$ cat config.mk
export PLATFORM = sky130hd
export DESIGN_NAME = length_prefixed_frame_deframer_core
export DESIGN_NICKNAME = d
export VERILOG_FILES = /design/src/rtl/core/lpfd_pkg.sv /design/src/rtl/core/lpfd_parse.sv /design/src/rtl/core/length_prefixed_frame_deframer_core.sv
export SDC_FILE = /design/constraint.sdc
export NUM_CORES = 1
export LEC_CHECK = 0
export ABC_AREA = 1
export BUFFER_PORTS_ARGS = -buffer_cell sky130_fd_sc_hd__buf_2
export CORE_MARGIN = 3
export CORE_UTILIZATION = 60
export DETAILED_ROUTE_END_ITERATION = 12
export PLACE_DENSITY_LB_ADDON = 0.15
export SLEW_MARGIN = 30
export SYNTH_ARGS = -nofsm -noshare
export SYNTH_HDL_FRONTEND = slang
export SYNTH_HIERARCHICAL = 1
export SYNTH_SLANG_ARGS = --single-unit
export TNS_END_PERCENT = 5
$ cat constraint.sdc
create_clock -name clk_i -period 6.8 [get_ports clk_i]
set_input_delay 2.04 -clock clk_i [delete_from_list [all_inputs] [get_ports clk_i]]
set_output_delay 2.04 -clock clk_i [all_outputs]
set_load 0.005 [all_outputs]
$ cat src/rtl/core/lpfd_pkg.sv
// ----------------------------------------------------------------------------
// lpfd_pkg: shared types for the length-prefixed frame deframer
// Result kinds, the parser's result bundle and the register reset value.
// ----------------------------------------------------------------------------
`default_nettype none

package lpfd_pkg;

  // Result kind codes as seen on kind_o
  typedef enum logic [1:0] {
    KIND_DATA     = 2'd0,
    KIND_TAG_ONLY = 2'd1,
    KIND_ZERO_LEN = 2'd2,
    KIND_OVER_CAP = 2'd3
  } kind_e;

  // One result from the parser, valid for the cycle it steps
  typedef struct packed {
    logic        valid;
    kind_e       kind;
    logic [7:0]  tag;
    logic [7:0]  data;
    logic        last;
  } res_t;

  localparam int unsigned       CapWidth     = 32;
  localparam logic [CapWidth-1:0] CapResetVal = 32'd1048576;

endpackage

`default_nettype wire

$ cat src/rtl/core/lpfd_parse.sv
// ----------------------------------------------------------------------------
// lpfd_parse: frame parser state and single-pass step logic
// Consumes one byte per step, tracks prefix/tag/payload and flags errors.
// ----------------------------------------------------------------------------
`default_nettype none

module lpfd_parse #(
  parameter int unsigned PrefixBytes = 4
) (
  input  wire logic                          clk_i,
  input  wire logic                          rst_ni,
  input  wire logic                          step_i,
  input  wire logic [7:0]                    byte_i,
  input  wire logic [lpfd_pkg::CapWidth-1:0] max_body_len_i,
  output lpfd_pkg::res_t                     result_o
);
  import lpfd_pkg::*;

  localparam int unsigned LenW  = 8 * PrefixBytes;
  localparam int unsigned CntW  = (PrefixBytes > 1) ? $clog2(PrefixBytes) : 1;
  localparam logic [CntW-1:0] LastCnt = CntW'(PrefixBytes - 1);

  typedef enum logic [1:0] {
    ST_PREFIX,
    ST_TAG,
    ST_PAYLOAD,
    ST_HALT
  } state_e;

  state_e          state_q, state_d;
  logic [CntW-1:0] cnt_q, cnt_d;
  logic [LenW-1:0] accum_q, accum_d;
  logic [LenW-1:0] left_q, left_d;
  logic [7:0]      tag_q, tag_d;
  logic [LenW-1:0] accum_new;
  logic            left_one;
  res_t            res;

  assign accum_new = (accum_q << 8) | LenW'(byte_i);
  assign left_one  = (left_q == LenW'(1));

  // Step the parser on one byte
  always_comb begin
    state_d = state_q;
    cnt_d   = cnt_q;
    accum_d = accum_q;
    left_d  = left_q;
    tag_d   = tag_q;
    res     = '{valid: 1'b0, kind: KIND_DATA, tag: 8'd0, data: 8'd0, last: 1'b0};
    if (step_i) begin
      unique case (state_q)
        ST_PREFIX: begin
          accum_d = accum_new;
          if (cnt_q == LastCnt) begin
            cnt_d = '0;
            priority if (accum_new == '0) begin
              state_d = ST_HALT;
              res     = '{valid: 1'b1, kind: KIND_ZERO_LEN, tag: 8'd0, data: 8'd0,
                          last: 1'b1};
            end else if (CapWidth'(accum_new) > max_body_len_i) begin
              state_d = ST_HALT;
              res     = '{valid: 1'b1, kind: KIND_OVER_CAP, tag: 8'd0, data: 8'd0,
                          last: 1'b1};
            end else begin
              left_d  = accum_new;
              state_d = ST_TAG;
            end
          end else begin
            cnt_d = cnt_q + CntW'(1);
          end
        end
        ST_TAG: begin
          tag_d = byte_i;
          if (left_one) begin
            state_d = ST_PREFIX;
            accum_d = '0;
            res     = '{valid: 1'b1, kind: KIND_TAG_ONLY, tag: byte_i, data: 8'd0,
                        last: 1'b1};
          end else begin
            left_d  = left_q - LenW'(1);
            state_d = ST_PAYLOAD;
          end
        end
        ST_PAYLOAD: begin
          if (left_one) begin
            state_d = ST_PREFIX;
            accum_d = '0;
          end
          left_d = left_q - LenW'(1);
          res    = '{valid: 1'b1, kind: KIND_DATA, tag: tag_q, data: byte_i,
                     last: left_one};
        end
        ST_HALT: begin
          // drop every byte until reset
        end
        default: begin
          state_d = ST_HALT;
        end
      endcase
    end
  end

  assign result_o = res;

  // Hold parser state
  always_ff @(posedge clk_i or negedge rst_ni) begin
    if (!rst_ni) begin
      state_q <= ST_PREFIX;
      cnt_q   <= '0;
      accum_q <= '0;
      left_q  <= '0;
      tag_q   <= '0;
    end else begin
      state_q <= state_d;
      cnt_q   <= cnt_d;
      accum_q <= accum_d;
      left_q  <= left_d;
      tag_q   <= tag_d;
    end
  end

  // Halt is sticky until reset
  assert property (@(posedge clk_i) disable iff (!rst_ni)
    state_q == ST_HALT |=> state_q == ST_HALT)
    else $error("lpfd_parse: left halt state");

  // Results only come out of a step
  assert property (@(posedge clk_i) disable iff (!rst_ni)
    result_o.valid |-> step_i)
    else $error("lpfd_parse: result without step");

  // Prefix counter stays in range
  assert property (@(posedge clk_i) disable iff (!rst_ni)
    cnt_q <= LastCnt)
    else $error("lpfd_parse: prefix count out of range");

  // Error results always close with last and enter halt
  assert property (@(posedge clk_i) disable iff (!rst_ni)
    (result_o.valid && (result_o.kind == KIND_ZERO_LEN || result_o.kind == KIND_OVER_CAP))
    |=> state_q == ST_HALT)
    else $error("lpfd_parse: error result without halt");

endmodule

`default_nettype wire

$ cat src/rtl/core/length_prefixed_frame_deframer_core.sv
// ----------------------------------------------------------------------------
// length_prefixed_frame_deframer_core: big-endian length-prefixed deframer
// Splits a byte stream into frames of length, tag and payload beats.
// ----------------------------------------------------------------------------
//  Channel  Direction  Handshake             Beat contents
//  rx       in         rx_valid_i/rx_ready_o  rx_byte_i
//  out      out        out_valid_o/out_ready_i kind_o, frame_tag_o, data_byte_o, last_o
//  cfg      in         cfg_we_i              cfg_wdata_i (max_body_len)
//
//  One byte is taken per cycle unless the output stalls; a byte waits in the
//  input register until the parser steps on it; results go to the output register.
//  Unstalled throughput is one beat per cycle, set by the single-pass parser step.
//  Reset clears the parser to expect a new length prefix and sets the cap
//  to 1048576. A stalled output holds the input register; the parser steps
//  only when the output register is empty or being drained.
// ----------------------------------------------------------------------------
`default_nettype none

module length_prefixed_frame_deframer_core #(
  parameter int unsigned PREFIX_BYTES = 4
) (
  input  wire logic                          clk_i,
  input  wire logic                          rst_ni,
  input  wire logic                          cfg_we_i,
  input  wire logic [lpfd_pkg::CapWidth-1:0] cfg_wdata_i,
  input  wire logic                          rx_valid_i,
  output      logic                          rx_ready_o,
  input  wire logic [7:0]                    rx_byte_i,
  output      logic                          out_valid_o,
  input  wire logic                          out_ready_i,
  output      logic [1:0]                    kind_o,
  output      logic [7:0]                    frame_tag_o,
  output      logic [7:0]                    data_byte_o,
  output      logic                          last_o
);
  import lpfd_pkg::*;

  logic [CapWidth-1:0] cap_q;
  logic                in_valid_q;
  logic [7:0]          in_byte_q;
  logic                out_valid_q;
  res_t                out_q;
  res_t                res;
  logic                advance;

  assign advance    = in_valid_q && (!out_valid_q || out_ready_i);
  assign rx_ready_o = !in_valid_q || advance;

  // Hold the length cap
  always_ff @(posedge clk_i or negedge rst_ni) begin
    if (!rst_ni) begin
      cap_q <= CapResetVal;
    end else if (cfg_we_i) begin
      cap_q <= cfg_wdata_i;
    end
  end

  // Capture the input beat
  always_ff @(posedge clk_i or negedge rst_ni) begin
    if (!rst_ni) begin
      in_valid_q <= 1'b0;
    end else if (rx_valid_i && rx_ready_o) begin
      in_valid_q <= 1'b1;
    end else if (advance) begin
      in_valid_q <= 1'b0;
    end
  end

  always_ff @(posedge clk_i) begin
    if (rx_valid_i && rx_ready_o) begin
      in_byte_q <= rx_byte_i;
    end
  end

  lpfd_parse #(
    .PrefixBytes(PREFIX_BYTES)
  ) u_parse (
    .clk_i          (clk_i),
    .rst_ni         (rst_ni),
    .step_i         (advance),
    .byte_i         (in_byte_q),
    .max_body_len_i (cap_q),
    .result_o       (res)
  );

  // Load or drain the result register
  always_ff @(posedge clk_i or negedge rst_ni) begin
    if (!rst_ni) begin
      out_valid_q <= 1'b0;
    end else if (advance && res.valid) begin
      out_valid_q <= 1'b1;
    end else if (out_ready_i) begin
      out_valid_q <= 1'b0;
    end
  end

  always_ff @(posedge clk_i) begin
    if (advance && res.valid) begin
      out_q <= res;
    end
  end

  assign out_valid_o = out_valid_q;
  assign kind_o      = out_q.kind;
  assign frame_tag_o = out_q.tag;
  assign data_byte_o = out_q.data;
  assign last_o      = out_q.last;

  // Input is blocked only behind a held beat
  assert property (@(posedge clk_i) disable iff (!rst_ni)
    !rx_ready_o |-> (in_valid_q && out_valid_q && !out_ready_i))
    else $error("lpfd: input stalled without cause");

  // A stalled result is not overwritten
  assert property (@(posedge clk_i) disable iff (!rst_ni)
    (out_valid_q && !out_ready_i) |-> !advance)
    else $error("lpfd: parser stepped over held result");

  // Error results always carry last
  assert property (@(posedge clk_i) disable iff (!rst_ni)
    (out_valid_q && (out_q.kind == KIND_ZERO_LEN || out_q.kind == KIND_OVER_CAP))
    |-> out_q.last)
    else $error("lpfd: error result without last");

endmodule

`default_nettype wire

==> run metrics, run 1 <==
status=complete, no violations; R2R cell count=12; Total Power=1.84 mW; Worst path max stage delay=0.14 ns; worst slew pin tran=0.987 ns; placeable core region=0.0121 mm²; most frequent cells after synthesis=263 x nand2_1, 133 x inv_1, 101 x dfrtp_1; max cap viols=0; worst hold path stage count=2; root buffer cell=clkbuf_16; final worst path period share=65.7%; Unique masters post-synth=36; CTS Sinks=129; IO Pins=66; cts hold-fix bufs=0; Worst path slowest cell=buf_2; critical path's most frequent cell=buf_2; Final GP Congestion=0.903; Max Clk Rate=0.224 GHz; worst path required time=4.76 ns; die area=0.0139 mm²; First-pass DRT Iterations=6; drt total wl=17.4 mm; RSZ-0062 raised after global routing=no; final instance area=0.00843 mm²; setup TNS=0 ns; Post-synth EDFFs=27; Hold Fails Final Rpt=0; Yosys warnings=6; most instantiated library cell after synthesis=nand2_1; Worst-Skew Late Latency=0.42 ns; slew margin rel.=34.2%; Hold Path Class=reg -> reg; critical setup path kind=in -> out; I/O Buffers=65; clk_skew=0.0134 ns; post-synthesis register bit count=129; ys async rst share=79.1%; top cell type by total area after synthesis=dfrtp_1; Post-Syn Instances=943; Max Slew Vio Count=0; vias per cell=5.37; Layout Nets=1082; H-tree depth=4; largest net degree at the start of global routing=65; worst path cell trace=buf_2 -> inv_1 -> nand3_1 -> buf_2; global route overflow=0; Synth Cell Area=0.00750 mm²; Synthesized Nets=1027; placement row count=40; CP Data Arrival Time=2.43 ns; VDD IR max=0.297 mV; layout cell share with drive strength beyond 1=14.6%; Die H=118 µm; Crit Path Max Fanout=3; Setup crit end kind=primary output; vias in the first global route=5973; CTS tree=built; Synth top area share=33.7%; Final setup viols=0; DR vias=6326; register area share after synthesis=44.9%; Finished Layout Cells=1179; total CTS buffers=17; Final HPWL DP=12.2 mm; # diodes=0; Placed Instance Area=0.00786 mm²; Initial Utilization=61.9%; DIE WIDTH=118 µm; routed len/inst=14.7 µm; Setup Buffers After CTS=0; clock-pin slew on the worst setup and hold paths=0.05 ns; maximum clock path buffer count=2; Placed Instances=1147; Avg Cell Area, Syn=7.95 µm²; GRT Total Usage=26.1%; global-route wire length before repair=29.2 mm; initial antenna violation count=0; cells taking the most area after synthesis=dfrtp_1 34%, nand2_1 13%, edfxtp_1 11%, inv_1 6.7%, ha_1 6.5%; Area growth, synth to finish=12.4%; top_reg_cell synth=dfrtp_1; Tmin final=4.47 ns; initial DRC count=679; utilization after layout=69.6%; DRC=0; leakage=4.25 nW; Worst setup SP type=primary input; post-CTS sizing=0; Final ANT Viol Nets=0; PD cells=218 mW/mm²
==> routing by layer <==
layer / track usage (%) / vias to the layer above / share of wire, %
li1: - / 3153 / -
met1: 36.6 / 2955 / 45
met2: 40.6 / 196 / 47
met3: 6.39 / 22 / 6.9
met4: 7.69 / 0 / 1.5
met5: 0 / - / 0
==> logic make-up after synthesis <==
family | synth area share (%)
adders and majority gates | 6.51
buffers and inverters | 9.76
and+or+nand+nor | 25.8
xor gates and xnor gates | 2.34
DFF | 44.9
AOI/OAI and AO/OA | 10.8
==> critical path, delay by kind of cell <==
| family | cells | cell delay [ns] |
|---|---|---|
| buf+inv | 3 | 0.29 |
| simple gates | 1 | 0.09 |
==> stage by stage <==
| stage | hold WS [ns] | setup slack (ns) |
|---|---|---|
| global route | 0.495 | 2.28 |
| finish | 0.479 | 2.33 |
| detailed placement | 0.463 | 2.33 |
| global placement | 0.457 | 2.34 |
| floorplan | 0.442 | 2.57 |
| CTS | 0.480 | 2.33 |
==> placed cells by master (no fill, tap or decap), types with 29 or more instances in the layout <==
cell type	instances
buf_2	64
dfrtp_1	101
ha_1	39
inv_1	133
nand2_1	262
nand3_1	36
nand4_1	44
nor2_1	91
o21ai_0	60
o21ai_2	29
==> power by group <==
group / switching, mW / internal (mW) / leakage [nW]
Clock: 0.327 / 0.556 / 0.280
Combinational: 0.0792 / 0.0494 / 2.54
Sequential: 0.0151 / 0.811 / 1.44
Total: 0.421 / 1.42 / 4.25
==> final cells by class <==
class	count	area (µm²)
Clock inverter	10	109
Inverter	134	503
Fill cell	1036	3680
Timing Repair Buffer	71	373
Multi-Input combinational cell	645	3400
Sequential cell	129	3360
Clock buffer	22	464
Tap cell	168	210
==> flip-flops by register name, summed over array words and instances, names as in the netlist, 2 cells and up <==
name / flops
u_parse/state_q: 2
frame_tag_o: 8
u_parse/cnt_q: 2
u_parse/tag_q: 8
in_byte_q: 8
data_byte_o: 8
u_parse/left_q: 32
cap_q: 32
u_parse/accum_q: 24
kind_o: 2
==> worst paths after layout <==
path | start | end | slack [ns]
min | u_parse/left_q[1]$_DFFE_PN0P_ | u_parse/left_q[1]$_DFFE_PN0P_ | 0.48
min reg2reg | u_parse/left_q[1]$_DFFE_PN0P_ | u_parse/left_q[1]$_DFFE_PN0P_ | 0.48
max reg2reg | cap_q[20]$_DFFE_PN1P_ | u_parse/left_q[9]$_DFFE_PN0P_ | 3.76
max in group asynchronous | rst_ni | cap_q[15]$_DFFE_PN0P_ | 4.08
min in group asynchronous | rst_ni | u_parse/left_q[30]$_DFFE_PN0P_ | 1.72
max | out_ready_i | rx_ready_o | 2.33
(Power assumes the default switching activity.)
==> run 2: changes to the inputs <==
==> constraint.sdc (replaced) <==
create_clock -name clk_i -period 4.3 [get_ports clk_i]
set_input_delay 1.29 -clock clk_i [delete_from_list [all_inputs] [get_ports clk_i]]
set_output_delay 1.29 -clock clk_i [all_outputs]
set_load 0.005 [all_outputs]
==> run metrics, run 2 (synthesis gave the netlist of run 1 again) <==
Initial Utilization=61.9% (unchanged); Final setup viols=0 (unchanged); worst path required time=4.59 ns (-0.17 ns); cts hold-fix bufs=0 (unchanged); VDD IR max=0.286 mV (-3.5%); drt total wl=17.6 mm (+1.5%); CTS Sinks=129 (unchanged); GRT Total Usage=26.4% (+0.30 points); initial antenna violation count=0 (unchanged); worst hold slack=0.493 ns (+0.0138 ns); CTS tree=built; maximum clock path buffer count=2 (unchanged); vias in the first global route=6092 (+2.0%); post-CTS sizing=0 (unchanged); DIE WIDTH=118 µm (unchanged); most frequent cells in the layout=263 x nand2_1, 132 x inv_1, 101 x dfrtp_1; r2r setup slk=1.20 ns (-2.56 ns); die area=0.0139 mm² (unchanged); crit path to=u_parse/left_q[16]$_DFFE_PN0P_; Tmin final=3.10 ns; placement row count=40 (unchanged); I/O Buffers=65 (unchanged); Max Clk Rate=0.322 GHz; # diodes=0 (unchanged); IO Pins=66 (unchanged); DR vias=6337 (+0.17%); clk_skew=0.00795 ns (-0.00545 ns); Final GP Congestion=0.930 (+3.0%); critical setup path kind=reg -> reg; slew margin rel.=38.2% (+4.1 points); CP Data Arrival Time=3.39 ns (+0.96 ns); Worst-Skew Late Latency=0.41 ns (about the same); Worst setup SP type=flop; commonest non-fill, non-tap cell in the layout=nand2_1; biggest regs=cap_q x32, u_parse/left_q x32, u_parse/accum_q x24; global route overflow=0 (unchanged); final worst path period share=72.2%; Finished Layout Cells=1181 (+0.17%); Area growth, synth to finish=12.9%; H-tree depth=4 (unchanged); Setup Buffers After CTS=0 (unchanged); total CTS buffers=17 (unchanged); R2R cell count=13 (+1); placeable core region=0.0121 mm² (unchanged); vias per cell=5.37 (about the same); Placed Instance Area=0.00787 mm² (+0.16%); Hold Path Class=reg -> reg; routed len/inst=14.9 µm (+1.3%); RSZ-0062 raised after global routing=no; initial DRC count=782 (+15%); clock-pin slew on the worst setup and hold paths=0.05 ns (about the same); Max Slew Vio Count=0 (unchanged); Layout Nets=1084 (+0.18%); Final ANT Viol Nets=0 (unchanged); origin of the worst setup path=cap_q[20]$_DFFE_PN1P_; leakage=4.27 nW (+0.33%); largest net degree at the start of global routing=65 (unchanged); DRC=0 (unchanged); Setup crit end kind=flop; layout cell share with drive strength beyond 1=14.5% (-0.13 points); status=complete, no violations; reg2reg end=u_parse/left_q[16]$_DFFE_PN0P_; setup TNS=0 ns (unchanged); utilization after layout=69.9% (+0.29 points); Die H=118 µm (unchanged); Crit Path Max Fanout=33 (+30); Placed Instances=1149 (+0.17%); reg2reg start=cap_q[20]$_DFFE_PN1P_; Hold Fails Final Rpt=0 (unchanged); PD cells=349 mW/mm² (+60%); Final HPWL DP=12.2 mm (+0.47%); final instance area=0.00846 mm² (+0.42%); global-route wire length before repair=29.6 mm (+1.5%); First-pass DRT Iterations=5 (-1); max cap viols=0 (unchanged); worst slew pin tran=0.921 ns (-0.0658 ns); root buffer cell=clkbuf_16
==> run 2: changes by cell type in the layout (fill, tap and decap cells not counted) <==
| cell | change |
|---|---|
| buf_4 | +2 |
| inv_1 | -1 |
| clkbuf_1 | -1 |
| nand2_2 | -1 |
| nand2_1 | +1 |
| clkinv_1 | +4 |
| clkinv_2 | -3 |
| bufinv_16 | +1 |
==> run 2: routing by layer <==
layer  up-vias  wire length (µm)  global-route usage, %
li1       3164                 -                      -
met1      2946              8090                   37.3
met2       200              8290                   40.9
met3        27              1010                   6.34
met4         0               240                   7.69
met5         -                 0                      0
==> run 2: worst max-delay path: stages, from the launching register on <==
cell     delay (ns)
dfstp_2        0.53
inv_1          0.04
ha_1           0.18
a21oi_1        0.16
nor2_1         0.06
nor2_1         0.10
nand3_1        0.10
a21oi_1        0.24
nand2_1        0.16
nand3_1        0.09
buf_4          0.35
nand3_2        0.63
nand2_1        0.26
nand2_1        0.07
==> run 2: cell type report <==
| type | count | area, µm² |
|---|---|---|
| clock inverters | 11 | 135 |
| flip-flops and latches | 129 | 3360 |
| repair buffers | 73 | 388 |
| clock buffers | 21 | 460 |
| inverters | 134 | 503 |
| fillers | 992 | 3650 |
| multi-input cells | 645 | 3400 |
| well taps | 168 | 210 |
==> run 2: worst min path at each step <==
stage,to,startpoint,depth (start not counted),slack [ns]
4_1_cts,u_parse/tag_q[5]$_DFFE_PN0P_,u_parse/tag_q[5]$_DFFE_PN0P_,2,0.49
3_3_place_gp,u_parse/left_q[1]$_DFFE_PN0P_,u_parse/left_q[1]$_DFFE_PN0P_,2,0.46
5_1_grt,u_parse/left_q[1]$_DFFE_PN0P_,u_parse/left_q[1]$_DFFE_PN0P_,2,0.51
3_5_place_dp,u_parse/left_q[1]$_DFFE_PN0P_,u_parse/left_q[1]$_DFFE_PN0P_,2,0.46
6_report,u_parse/tag_q[2]$_DFFE_PN0P_,u_parse/tag_q[2]$_DFFE_PN0P_,2,0.49
2_1_floorplan,u_parse/left_q[1]$_DFFE_PN0P_,u_parse/left_q[1]$_DFFE_PN0P_,2,0.44
==> run 2: power breakdown <==
group	internal, mW	switching, mW	total [mW]	leakage (nW)
Combinational	0.0783	0.126	0.204	2.55
Clock	0.935	0.508	1.44	0.286
Sequential	1.28	0.0240	1.31	1.44
==> run 2: metrics by stage <==
stage | total power, mW | setup WS (ns)
after floorplan | 1.46 | 1.07
after CTS | 2.98 | 1.25
after detailed placement | 1.53 | 1.10
after global routing | 3.09 | 0.939
final | 2.95 | 1.20
after global placement | 1.52 | 1.20
